--- config.mk ---
export PLATFORM = sky130hd
export DESIGN_NAME = pid_clamped_update_top
export DESIGN_NICKNAME = d
export VERILOG_FILES = /design/src/pcu_pkg.sv /design/src/pid_clamped_update_top.sv
export SDC_FILE = /design/constraint.sdc
export NUM_CORES = 2
export LEC_CHECK = 0
export ABC_AREA = 1
export CAP_MARGIN = 10
export CORE_MARGIN = 3
export CORE_UTILIZATION = 50
export CTS_CLUSTER_SIZE = 14
export DETAILED_ROUTE_END_ITERATION = 16
export DONT_BUFFER_PORTS = 1
export GPL_ROUTABILITY_DRIVEN = 0
export PLACE_DENSITY_LB_ADDON = 0.3
export SYNTH_ARGS = -nofsm -noshare
export SYNTH_HDL_FRONTEND = slang
export SYNTH_SLANG_ARGS = --single-unit
--- constraint.sdc ---
create_clock -name clk_i -period 5.19 [get_ports clk_i]
set_clock_uncertainty 0.15 [all_clocks]
set_input_delay 0.2595 -clock clk_i [delete_from_list [all_inputs] [get_ports clk_i]]
set_output_delay 0.2595 -clock clk_i [all_outputs]
set_load 0.01 [all_outputs]
--- src/pcu_pkg.sv ---
// Shared widths, register indexes and reset values for the clamped PID update block.
// No dependencies; used by pid_clamped_update_top.
package pcu_pkg;

  // field widths
  localparam int unsigned DataW    = 16;  // Q8.8 values, gains, limits; time step unsigned Q0.16
  localparam int unsigned ErrW     = 17;  // error, Q9.8
  localparam int unsigned DiffW    = 18;  // error difference, Q10.8
  localparam int unsigned AccW     = 32;  // integral, Q16.16
  localparam int unsigned QuotW    = 33;  // derivative magnitude
  localparam int unsigned OpW      = 34;  // serial multiplier operand (signed)
  localparam int unsigned HiW      = OpW + 1;
  localparam int unsigned ProdW    = HiW + DataW;
  localparam int unsigned SumW     = 60;  // drive sum at Q.24 scale
  localparam int unsigned CntW     = 4;   // one count per gain bit
  localparam int unsigned DivSteps = QuotW;
  localparam int unsigned DivCntW  = 6;
  localparam int unsigned CfgIdxW  = 3;
  localparam int unsigned CfgDataW = 32;
  localparam int unsigned InDataW  = 32;  // measured, step_time

  // configuration register indexes
  localparam logic [CfgIdxW-1:0] RegGainP     = 3'd0;
  localparam logic [CfgIdxW-1:0] RegGainI     = 3'd1;
  localparam logic [CfgIdxW-1:0] RegGainD     = 3'd2;
  localparam logic [CfgIdxW-1:0] RegTarget    = 3'd3;
  localparam logic [CfgIdxW-1:0] RegDriveLo   = 3'd4;
  localparam logic [CfgIdxW-1:0] RegDriveHi   = 3'd5;
  localparam logic [CfgIdxW-1:0] RegAccumLo   = 3'd6;
  localparam logic [CfgIdxW-1:0] RegAccumHi   = 3'd7;

  // reset values
  localparam logic [DataW-1:0] GainPRst   = 16'h0100;      // 1.0
  localparam logic [DataW-1:0] GainIRst   = 16'h001A;      // ~0.1
  localparam logic [DataW-1:0] GainDRst   = 16'h000D;      // ~0.05
  localparam logic [DataW-1:0] TargetRst  = 16'h0000;
  localparam logic [DataW-1:0] DriveLoRst = 16'h9C00;      // -100.0
  localparam logic [DataW-1:0] DriveHiRst = 16'h6400;      // 100.0
  localparam logic [AccW-1:0]  AccumLoRst = 32'hFFCE_0000; // -50.0
  localparam logic [AccW-1:0]  AccumHiRst = 32'h0032_0000; // 50.0

  localparam logic [DataW-1:0] DriveMax = 16'h7FFF;
  localparam logic [DataW-1:0] DriveMin = 16'h8000;

endpackage

--- src/pid_clamped_update_top.sv ---
// Clamped fixed-point PID update: bit-serial multiplier and restoring divider.
// Depends on pcu_pkg for widths, register indexes and reset values.

// An update word holds the block from acceptance until its result is handed to
// the output register, and no new word is taken before then. The work is four
// passes of a shared shift-and-add multiplier (error times step time, then the
// proportional, integral and derivative gains, one multiplier bit per cycle),
// a fold after each pass, a saturation step and a step that hands the result
// to the output register; that last step stretches while the previous result
// is still unread. The 33-step restoring divider for the derivative runs beside
// the first passes and is done before the integral fold, which waits for the
// quotient. A zero step time skips the passes and gives a rejected result with
// a zero drive; a clear word gives no result. The result waits in an output
// register, so the next word is taken while the previous result is still unread.
module pid_clamped_update_top (
  input  logic                            clk_i,
  input  logic                            rst_ni,
  // configuration writes
  input  logic                            cfg_valid_i,
  output logic                            cfg_ready_o,
  input  logic [pcu_pkg::CfgIdxW-1:0]     cfg_index_i,
  input  logic [pcu_pkg::CfgDataW-1:0]    cfg_data_i,
  // input words
  input  logic                            s_axis_tvalid,
  output logic                            s_axis_tready,
  input  logic [pcu_pkg::InDataW-1:0]     s_axis_tdata,  // measured[15:0], step_time[31:16]
  input  logic [0:0]                      s_axis_tuser,  // action[0]
  // result words
  output logic                            m_axis_tvalid,
  input  logic                            m_axis_tready,
  output logic [pcu_pkg::DataW-1:0]       m_axis_tdata,  // drive[15:0]
  output logic [0:0]                      m_axis_tuser   // rejected[0]
);

  typedef enum logic [2:0] {
    StIdle,
    StMul,
    StFold,
    StSat,
    StResult
  } state_e;

  typedef enum logic [1:0] {
    PhDt,
    PhProp,
    PhInt,
    PhDer
  } phase_e;

  localparam int unsigned DW = pcu_pkg::DataW;
  localparam int unsigned EW = pcu_pkg::ErrW;
  localparam int unsigned FW = pcu_pkg::DiffW;
  localparam int unsigned AW = pcu_pkg::AccW;
  localparam int unsigned QW = pcu_pkg::QuotW;
  localparam int unsigned OW = pcu_pkg::OpW;
  localparam int unsigned HW = pcu_pkg::HiW;
  localparam int unsigned PW = pcu_pkg::ProdW;
  localparam int unsigned SW = pcu_pkg::SumW;
  localparam int unsigned CW = pcu_pkg::CntW;
  localparam int unsigned VW = pcu_pkg::DivCntW;

  // control and state registers
  state_e          state_q, state_d;
  phase_e          phase_q, phase_d;
  logic [CW-1:0]   cnt_q, cnt_d;
  logic [VW-1:0]   div_cnt_q, div_cnt_d;
  logic            out_valid_q, out_valid_d;
  logic [DW-1:0]   gain_p_q, gain_p_d, gain_i_q, gain_i_d, gain_d_q, gain_d_d;
  logic [DW-1:0]   target_q, target_d, drive_lo_q, drive_lo_d, drive_hi_q, drive_hi_d;
  logic [AW-1:0]   accum_lo_q, accum_lo_d, accum_hi_q, accum_hi_d;
  logic [AW-1:0]   accum_q, accum_d;
  logic [EW-1:0]   last_err_q, last_err_d;

  // datapath registers
  logic [EW-1:0]   err_q, err_d;
  logic [DW-1:0]   dt_q, dt_d;
  logic [OW-1:0]   x_q, x_d;
  logic [DW-1:0]   g_q, g_d;
  logic [HW-1:0]   hi_q, hi_d;
  logic [DW-1:0]   lo_q, lo_d;
  logic [DW-1:0]   rem_q, rem_d;
  logic [QW-1:0]   div_q, div_d;
  logic            div_neg_q, div_neg_d;
  logic [SW-1:0]   sum_q, sum_d;
  logic [DW-1:0]   res_drive_q, res_drive_d;
  logic            res_rej_q, res_rej_d;
  logic [DW-1:0]   out_drive_q, out_drive_d;
  logic            out_rej_q, out_rej_d;

  // combinational terms
  logic            in_acc;
  logic            out_free;
  logic [DW-1:0]   meas;
  logic [DW-1:0]   dt_in;
  logic [EW-1:0]   err_in;
  logic [FW-1:0]   diff_in;
  logic [FW-1:0]   diff_mag;
  logic            mul_last;
  logic            mul_sub;
  logic [HW:0]     hi_ext;
  logic [HW:0]     x_ext;
  logic [HW:0]     mul_sum;
  logic [PW-1:0]   prod;
  logic [FW-1:0]   trial;
  logic [OW-1:0]   der;
  logic [24:0]     acc_inc;
  logic [AW:0]     acc_sum;
  logic [AW-1:0]   acc_new;
  logic [SW-1:0]   prod_p;
  logic [SW-1:0]   prod_i;
  logic [SW-1:0]   prod_d;
  logic            sum_in_range;
  logic [DW-1:0]   drive_sat;
  logic [DW-1:0]   drive_clamp;

  assign cfg_ready_o   = 1'b1;
  assign s_axis_tready = (state_q == StIdle);
  assign in_acc        = s_axis_tvalid && s_axis_tready;
  assign out_free      = !out_valid_q || m_axis_tready;

  assign m_axis_tvalid = out_valid_q;
  assign m_axis_tdata  = out_drive_q;
  assign m_axis_tuser  = out_rej_q;

  assign meas     = s_axis_tdata[DW-1:0];
  assign dt_in    = s_axis_tdata[2*DW-1:DW];
  assign err_in   = {target_q[DW-1], target_q} - {meas[DW-1], meas};
  assign diff_in  = {err_in[EW-1], err_in} - {last_err_q[EW-1], last_err_q};
  assign diff_mag = diff_in[FW-1] ? (~diff_in + FW'(1)) : diff_in;

  // shift-and-add step: the sign bit of a signed gain weighs negative
  assign mul_last = (cnt_q == CW'(DW - 1));
  assign mul_sub  = g_q[0] && mul_last && (phase_q != PhDt);
  assign hi_ext   = {hi_q[HW-1], hi_q};
  assign x_ext    = {{2{x_q[OW-1]}}, x_q};
  assign mul_sum  = mul_sub ? (hi_ext - x_ext) : (g_q[0] ? (hi_ext + x_ext) : hi_ext);
  assign prod     = {hi_q, lo_q};

  // restoring divide step on the magnitude of the error difference
  assign trial = {1'b0, rem_q, div_q[QW-1]} - {2'b00, dt_q};
  assign der   = div_neg_q ? (~{1'b0, div_q} + OW'(1)) : {1'b0, div_q};

  // integral update: floor shift of error*dt to Q16.16, then clamp
  assign acc_inc = prod[32:8];
  assign acc_sum = {accum_q[AW-1], accum_q} + {{(AW + 1 - 25){acc_inc[24]}}, acc_inc};
  always_comb begin
    if ($signed(acc_sum) > $signed({accum_hi_q[AW-1], accum_hi_q})) begin
      acc_new = accum_hi_q;
    end else if ($signed(acc_sum) < $signed({accum_lo_q[AW-1], accum_lo_q})) begin
      acc_new = accum_lo_q;
    end else begin
      acc_new = acc_sum[AW-1:0];
    end
  end

  // align each product to Q.24 scale
  assign prod_p = {{(SW - 41){prod[32]}}, prod[32:0], 8'h00};
  assign prod_i = {{(SW - 48){prod[47]}}, prod[47:0]};
  assign prod_d = {{(SW - 58){prod[49]}}, prod[49:0], 8'h00};

  // floor shift by 16, saturate to Q8.8, then clamp to the drive limits
  assign sum_in_range = (&sum_q[SW-1:31]) || !(|sum_q[SW-1:31]);
  assign drive_sat    = sum_in_range ? sum_q[31:16]
                      : (sum_q[SW-1] ? pcu_pkg::DriveMin : pcu_pkg::DriveMax);
  always_comb begin
    if ($signed(drive_sat) > $signed(drive_hi_q)) begin
      drive_clamp = drive_hi_q;
    end else if ($signed(drive_sat) < $signed(drive_lo_q)) begin
      drive_clamp = drive_lo_q;
    end else begin
      drive_clamp = drive_sat;
    end
  end

  always_comb begin
    state_d     = state_q;
    phase_d     = phase_q;
    cnt_d       = cnt_q;
    div_cnt_d   = div_cnt_q;
    out_valid_d = out_valid_q && !m_axis_tready;
    gain_p_d    = gain_p_q;
    gain_i_d    = gain_i_q;
    gain_d_d    = gain_d_q;
    target_d    = target_q;
    drive_lo_d  = drive_lo_q;
    drive_hi_d  = drive_hi_q;
    accum_lo_d  = accum_lo_q;
    accum_hi_d  = accum_hi_q;
    accum_d     = accum_q;
    last_err_d  = last_err_q;
    err_d       = err_q;
    dt_d        = dt_q;
    x_d         = x_q;
    g_d         = g_q;
    hi_d        = hi_q;
    lo_d        = lo_q;
    rem_d       = rem_q;
    div_d       = div_q;
    div_neg_d   = div_neg_q;
    sum_d       = sum_q;
    res_drive_d = res_drive_q;
    res_rej_d   = res_rej_q;
    out_drive_d = out_drive_q;
    out_rej_d   = out_rej_q;

    if (cfg_valid_i) begin
      unique case (cfg_index_i)
        pcu_pkg::RegGainP:   gain_p_d   = cfg_data_i[DW-1:0];
        pcu_pkg::RegGainI:   gain_i_d   = cfg_data_i[DW-1:0];
        pcu_pkg::RegGainD:   gain_d_d   = cfg_data_i[DW-1:0];
        pcu_pkg::RegTarget:  target_d   = cfg_data_i[DW-1:0];
        pcu_pkg::RegDriveLo: drive_lo_d = cfg_data_i[DW-1:0];
        pcu_pkg::RegDriveHi: drive_hi_d = cfg_data_i[DW-1:0];
        pcu_pkg::RegAccumLo: accum_lo_d = cfg_data_i[AW-1:0];
        pcu_pkg::RegAccumHi: accum_hi_d = cfg_data_i[AW-1:0];
        default: ;
      endcase
    end

    // divider advances on its own once started
    if (div_cnt_q != '0) begin
      div_cnt_d = div_cnt_q - VW'(1);
      if (!trial[FW-1]) begin
        rem_d = trial[DW-1:0];
        div_d = {div_q[QW-2:0], 1'b1};
      end else begin
        rem_d = {rem_q[DW-2:0], div_q[QW-1]};
        div_d = {div_q[QW-2:0], 1'b0};
      end
    end

    unique case (state_q)
      StIdle: begin
        if (in_acc) begin
          if (s_axis_tuser[0]) begin
            accum_d    = '0;
            last_err_d = '0;
          end else if (dt_in == '0) begin
            res_drive_d = '0;
            res_rej_d   = 1'b1;
            state_d     = StResult;
          end else begin
            err_d      = err_in;
            dt_d       = dt_in;
            last_err_d = err_in;
            rem_d      = '0;
            div_d      = {diff_mag[EW-1:0], {DW{1'b0}}};
            div_neg_d  = diff_in[FW-1];
            div_cnt_d  = VW'(pcu_pkg::DivSteps);
            x_d        = {{(OW - EW){err_in[EW-1]}}, err_in};
            g_d        = dt_in;
            hi_d       = '0;
            cnt_d      = '0;
            phase_d    = PhDt;
            state_d    = StMul;
          end
        end
      end
      StMul: begin
        hi_d  = mul_sum[HW:1];
        lo_d  = {mul_sum[0], lo_q[DW-1:1]};
        g_d   = {1'b0, g_q[DW-1:1]};
        cnt_d = cnt_q + CW'(1);
        if (mul_last) begin
          state_d = StFold;
        end
      end
      StFold: begin
        unique case (phase_q)
          PhDt: begin
            accum_d = acc_new;
            x_d     = {{(OW - EW){err_q[EW-1]}}, err_q};
            g_d     = gain_p_q;
            hi_d    = '0;
            phase_d = PhProp;
            state_d = StMul;
          end
          PhProp: begin
            sum_d   = prod_p;
            x_d     = {{(OW - AW){accum_q[AW-1]}}, accum_q};
            g_d     = gain_i_q;
            hi_d    = '0;
            phase_d = PhInt;
            state_d = StMul;
          end
          PhInt: begin
            // hold until the quotient is complete
            if (div_cnt_q == '0) begin
              sum_d   = sum_q + prod_i;
              x_d     = der;
              g_d     = gain_d_q;
              hi_d    = '0;
              phase_d = PhDer;
              state_d = StMul;
            end
          end
          PhDer: begin
            sum_d   = sum_q + prod_d;
            state_d = StSat;
          end
          default: ;
        endcase
      end
      StSat: begin
        res_drive_d = drive_clamp;
        res_rej_d   = 1'b0;
        state_d     = StResult;
      end
      StResult: begin
        if (out_free) begin
          out_drive_d = res_drive_q;
          out_rej_d   = res_rej_q;
          out_valid_d = 1'b1;
          state_d     = StIdle;
        end
      end
      default: state_d = StIdle;
    endcase
  end

  always_ff @(posedge clk_i or negedge rst_ni) begin
    if (!rst_ni) begin
      state_q     <= StIdle;
      phase_q     <= PhDt;
      cnt_q       <= '0;
      div_cnt_q   <= '0;
      out_valid_q <= 1'b0;
      gain_p_q    <= pcu_pkg::GainPRst;
      gain_i_q    <= pcu_pkg::GainIRst;
      gain_d_q    <= pcu_pkg::GainDRst;
      target_q    <= pcu_pkg::TargetRst;
      drive_lo_q  <= pcu_pkg::DriveLoRst;
      drive_hi_q  <= pcu_pkg::DriveHiRst;
      accum_lo_q  <= pcu_pkg::AccumLoRst;
      accum_hi_q  <= pcu_pkg::AccumHiRst;
      accum_q     <= '0;
      last_err_q  <= '0;
      err_q       <= '0;
      dt_q        <= '0;
      x_q         <= '0;
      g_q         <= '0;
      hi_q        <= '0;
      lo_q        <= '0;
      rem_q       <= '0;
      div_q       <= '0;
      div_neg_q   <= 1'b0;
      sum_q       <= '0;
      res_drive_q <= '0;
      res_rej_q   <= 1'b0;
      out_drive_q <= '0;
      out_rej_q   <= 1'b0;
    end else begin
      state_q     <= state_d;
      phase_q     <= phase_d;
      cnt_q       <= cnt_d;
      div_cnt_q   <= div_cnt_d;
      out_valid_q <= out_valid_d;
      gain_p_q    <= gain_p_d;
      gain_i_q    <= gain_i_d;
      gain_d_q    <= gain_d_d;
      target_q    <= target_d;
      drive_lo_q  <= drive_lo_d;
      drive_hi_q  <= drive_hi_d;
      accum_lo_q  <= accum_lo_d;
      accum_hi_q  <= accum_hi_d;
      accum_q     <= accum_d;
      last_err_q  <= last_err_d;
      err_q       <= err_d;
      dt_q        <= dt_d;
      x_q         <= x_d;
      g_q         <= g_d;
      hi_q        <= hi_d;
      lo_q        <= lo_d;
      rem_q       <= rem_d;
      div_q       <= div_d;
      div_neg_q   <= div_neg_d;
      sum_q       <= sum_d;
      res_drive_q <= res_drive_d;
      res_rej_q   <= res_rej_d;
      out_drive_q <= out_drive_d;
      out_rej_q   <= out_rej_d;
    end
  end

endmodule
==> metrics.md <==
| Metric | Value |
|---|---|
| CTS tree | built |
| Ys async rst share | 100% |
| Design Power | 32.3 mW |
| Crit Path Category | reg2reg |
| Iter 0 DRT Violations | 5019 |
| Setup Slack @ Placement | 343 ps |
| Total of max-cap violations | 0 |
| Startpoint class of the critical path | flop |
| Min-Delay Path Class | in2async |
| Worst-skew pair later-pin latency | 660 ps |
| WP data required | 5580 ps |
| # IOs | 93 |
| Fin Setup TNS | 0 ps |
| Antenna violations before repair | 0 |
| Yosys reg bits | 503 |
| GRT Total Usage | 31.7% |
| Post-route ant nets | 0 |
| Status | finished with violations |
| Fraction of layout cells with a size suffix above 1 | 5.03% |
| Reg2reg setup slack | 350 ps |
| Commonest non-fill, non-tap cell in the layout | nand2_1 |
| Highest Signal Layer | met4 |
| Clk sinks | 503 |
| Tcrit/Tclk final | 93.2% |
| Yosys warnings | 0 |
| P_int | 14.9 mW |
| Sw power | 17.4 mW |
| Commonest cells after routing, fill and taps aside | nand2_1 (1408), inv_1 (797), o21ai_0 (678) |
| Critical R2R Capture | accum_q[0]$_DFFE_PN0P_ |
| Vias | 42800 |
| WL met1 | 61.7 mm |
| RSZ-0062 raised after global routing | false |
| Worst VDD drop | 0.410 mV |
| Hold_ws | -808 ps |
| TritonRoute pass-1 iters | 9 |
| CTS Buffer Depth | 3 |
| Post-DP Area | 0.0429 mm² |
| Dpl hpwl | 107 mm |
| Syn Area/Cell | 6.85 µm² |
| Max-slew violation count | 194 |
| Vias per cell | 5.93 |
| Nets@finish | 6546 |
| Die area | 0.0876 mm² |
| Final hold violations | 494 |
| IO Port Bufs | 0 |
| Synth Cell Area | 0.0420 mm² |
| Placement Rows | 105 |
| Crit Reg-Reg Startpoint | accum_q[0]$_DFFE_PN0P_ |
| Number of global-route vias before repair | 39000 |
| Post-DR wirelength/cell | 19.6 µm |
| PD cells | 710 mW/mm² |
| CTS Buf Count | 61 |
| DRC Markers | 0 |
| Final setup viols | 0 |
| Leak | 22.4 nW |
| Critical path capture point type | flop |
| Post-route setup slack | 352 ps |
| Antenna diode count | 0 |
| Post-CTS Hold Buffers | 53 |
| DR WL met2 | 59.9 mm |
| Largest net degree at the start of global routing | 504 |
| CP peak stage delay | 410 ps |
| Die W | 296 µm |
| Post-CTS setup buffers | 0 |
| Slew @ Worst Pin | 1890 ps |
| Post-synth EDFFs | 0 |
| CP Max Fanout | 18 |
| Most used DFF post-synth | dfrtp_1 |
| Violated checks | hold timing, slew limit |
| Worst path slowest cell | ha_2 |
| Syn Inst Count | 6140 |
| Worst Reg2Reg Path Length in Cells | 28 |
| Final Cell Area | 0.0455 mm² |
| Die H | 296 µm |
| Starting Density | 50.9% |
| F_max | 0.207 GHz |
| H-tree levels | 2 |
| First-pass GRT wire length | 220 mm |
| Root Buffer | clkbuf_16 |
| CORE AREA | 0.0826 mm² |
| Netlist cell types | 77 |
| Drt total wl | 141 mm |
| Reg power frac | 21.8% |
| Slew HR | -25.9% |
| Net Sw Frac | 54.0% |
| Synth-to-layout area growth | 8.29% |
| Crit path DAT | 5220 ps |
| Seq/Total Area, Yosys | 30.0% |
| Clk network pwr share | 13.5% |
| CTS clk-pin slew, worst paths | 60 ps |
| Clock period minus worst slack | 4840 ps |
| GRT Residual Overflow | 0 |
| Logic pwr share | 64.7% |
| Met3 Wirelength | 14.5 mm |
| Syn Nets | 6588 |
| Most used cell, CP | nand2_1 |
==> logic make-up (layout without fill, tap and decap cells) <==
group | Yosys count | count (layout) | synth area share (%)
and+or+nand+nor | 2490 | 2490 | 24.7
AOI/OAI and AO/OA | 1609 | 1610 | 21.4
buffers and inverters | 1014 | 1020 | 9.30
DFF | 503 | 503 | 30.0
adders and majority gates | 375 | 375 | 11.3
xor gates and xnor gates | 125 | 125 | 2.64
muxes | 23 | 23 | 0.595
other | 1 | 1 | 0.00892
==> registers in the layout, summed over array words and instances, names as in the netlist, 17 cells and up <==
register	count
sum_q	60
hi_q	35
accum_q	32
last_err_q	17
x_q	34
err_q	17
accum_lo_q	32
accum_hi_q	32
div_q	33
==> cells in the mapped netlist (32+ instances only) <==
library cell / number / area [µm²]
nor2_1: 532 / 2000
o21ai_0: 678 / 3390
a31oi_1: 62 / 388
buf_2: 37 / 185
inv_1: 797 / 2990
nor3_1: 65 / 325
ha_1: 367 / 4590
nand4_1: 50 / 313
xnor2_1: 32 / 280
xor2_1: 91 / 797
a21oi_1: 550 / 2750
o21ai_1: 32 / 160
nand3_1: 327 / 1640
o211ai_1: 36 / 270
clkbuf_1: 141 / 529
dfrtp_1: 473 / 11800
o21bai_1: 33 / 248
nand2_1: 1409 / 5290
or2_2: 34 / 213
==> per-stage QoR <==
| step | utilization, % | instances |
|---|---|---|
| floorplan | - | 6140 |
| global placement | 51.9 | 7051 |
| detailed placement | 51.9 | 7051 |
| CTS | 55.0 | 7216 |
| global route | 55.1 | 7217 |
| finish | 55.1 | 7217 |
==> power by group through the flow <==
stage / logic [mW] / clock network (mW) / registers [mW]
floorplan: 15.4 / 0 / 6.34
global placement: 19.7 / 0 / 7.01
detailed placement: 20.1 / 0 / 7.04
CTS: 20.3 / 4.41 / 6.99
global route: 23.3 / 4.58 / 7.17
finish: 20.9 / 4.36 / 7.05
==> worst max-delay path: cells and delay by family (launching register included) <==
kind / cells / cell delay (ps)
compound gates: 7 / 1120
xor+xnor: 2 / 340
fa+ha+maj: 3 / 1000
buf+inv: 4 / 500
flops: 1 / 370
simple gates: 12 / 1250
==> worst max path at each step <==
stage | from | cells after the start | end
floorplan | lo_q[8]$_DFFE_PN0P_ | 27 | accum_q[18]$_DFFE_PN0P_
global placement | target_q[0]$_DFFE_PN0P_ | 26 | div_q[28]$_DFF_PN0_
global route | accum_q[0]$_DFFE_PN0P_ | 29 | accum_q[20]$_DFFE_PN0P_
finish | accum_q[0]$_DFFE_PN0P_ | 28 | accum_q[0]$_DFFE_PN0P_
detailed placement | accum_q[0]$_DFFE_PN0P_ | 28 | accum_q[0]$_DFFE_PN0P_
CTS | target_q[0]$_DFFE_PN0P_ | 26 | div_q[18]$_DFF_PN0_
==> layout make-up <==
class	instances	area, µm²
multi-input combinational	4624	25600
sequential	503	12600
inverter	812	3050
tap	1070	1340
timing repair buffer	96	866
fill	7888	37100
clock inverter	30	325
clock buffer	82	1720
==> routing by layer <==
metal	vias up	GRT usage, %
met3	293	5.76
met2	2163	47.7
met1	19900	45.9
met4	0	10.7
met5	-	0
li1	20400	-
==> timing repair <==
action                                 in CTS  in global routing
gates resized for setup                     0                  7
setup endpoints to repair                   0                 47
endpoints found under the hold margin     733                503
No activity file was read; power rests on OpenSTA's default activity.
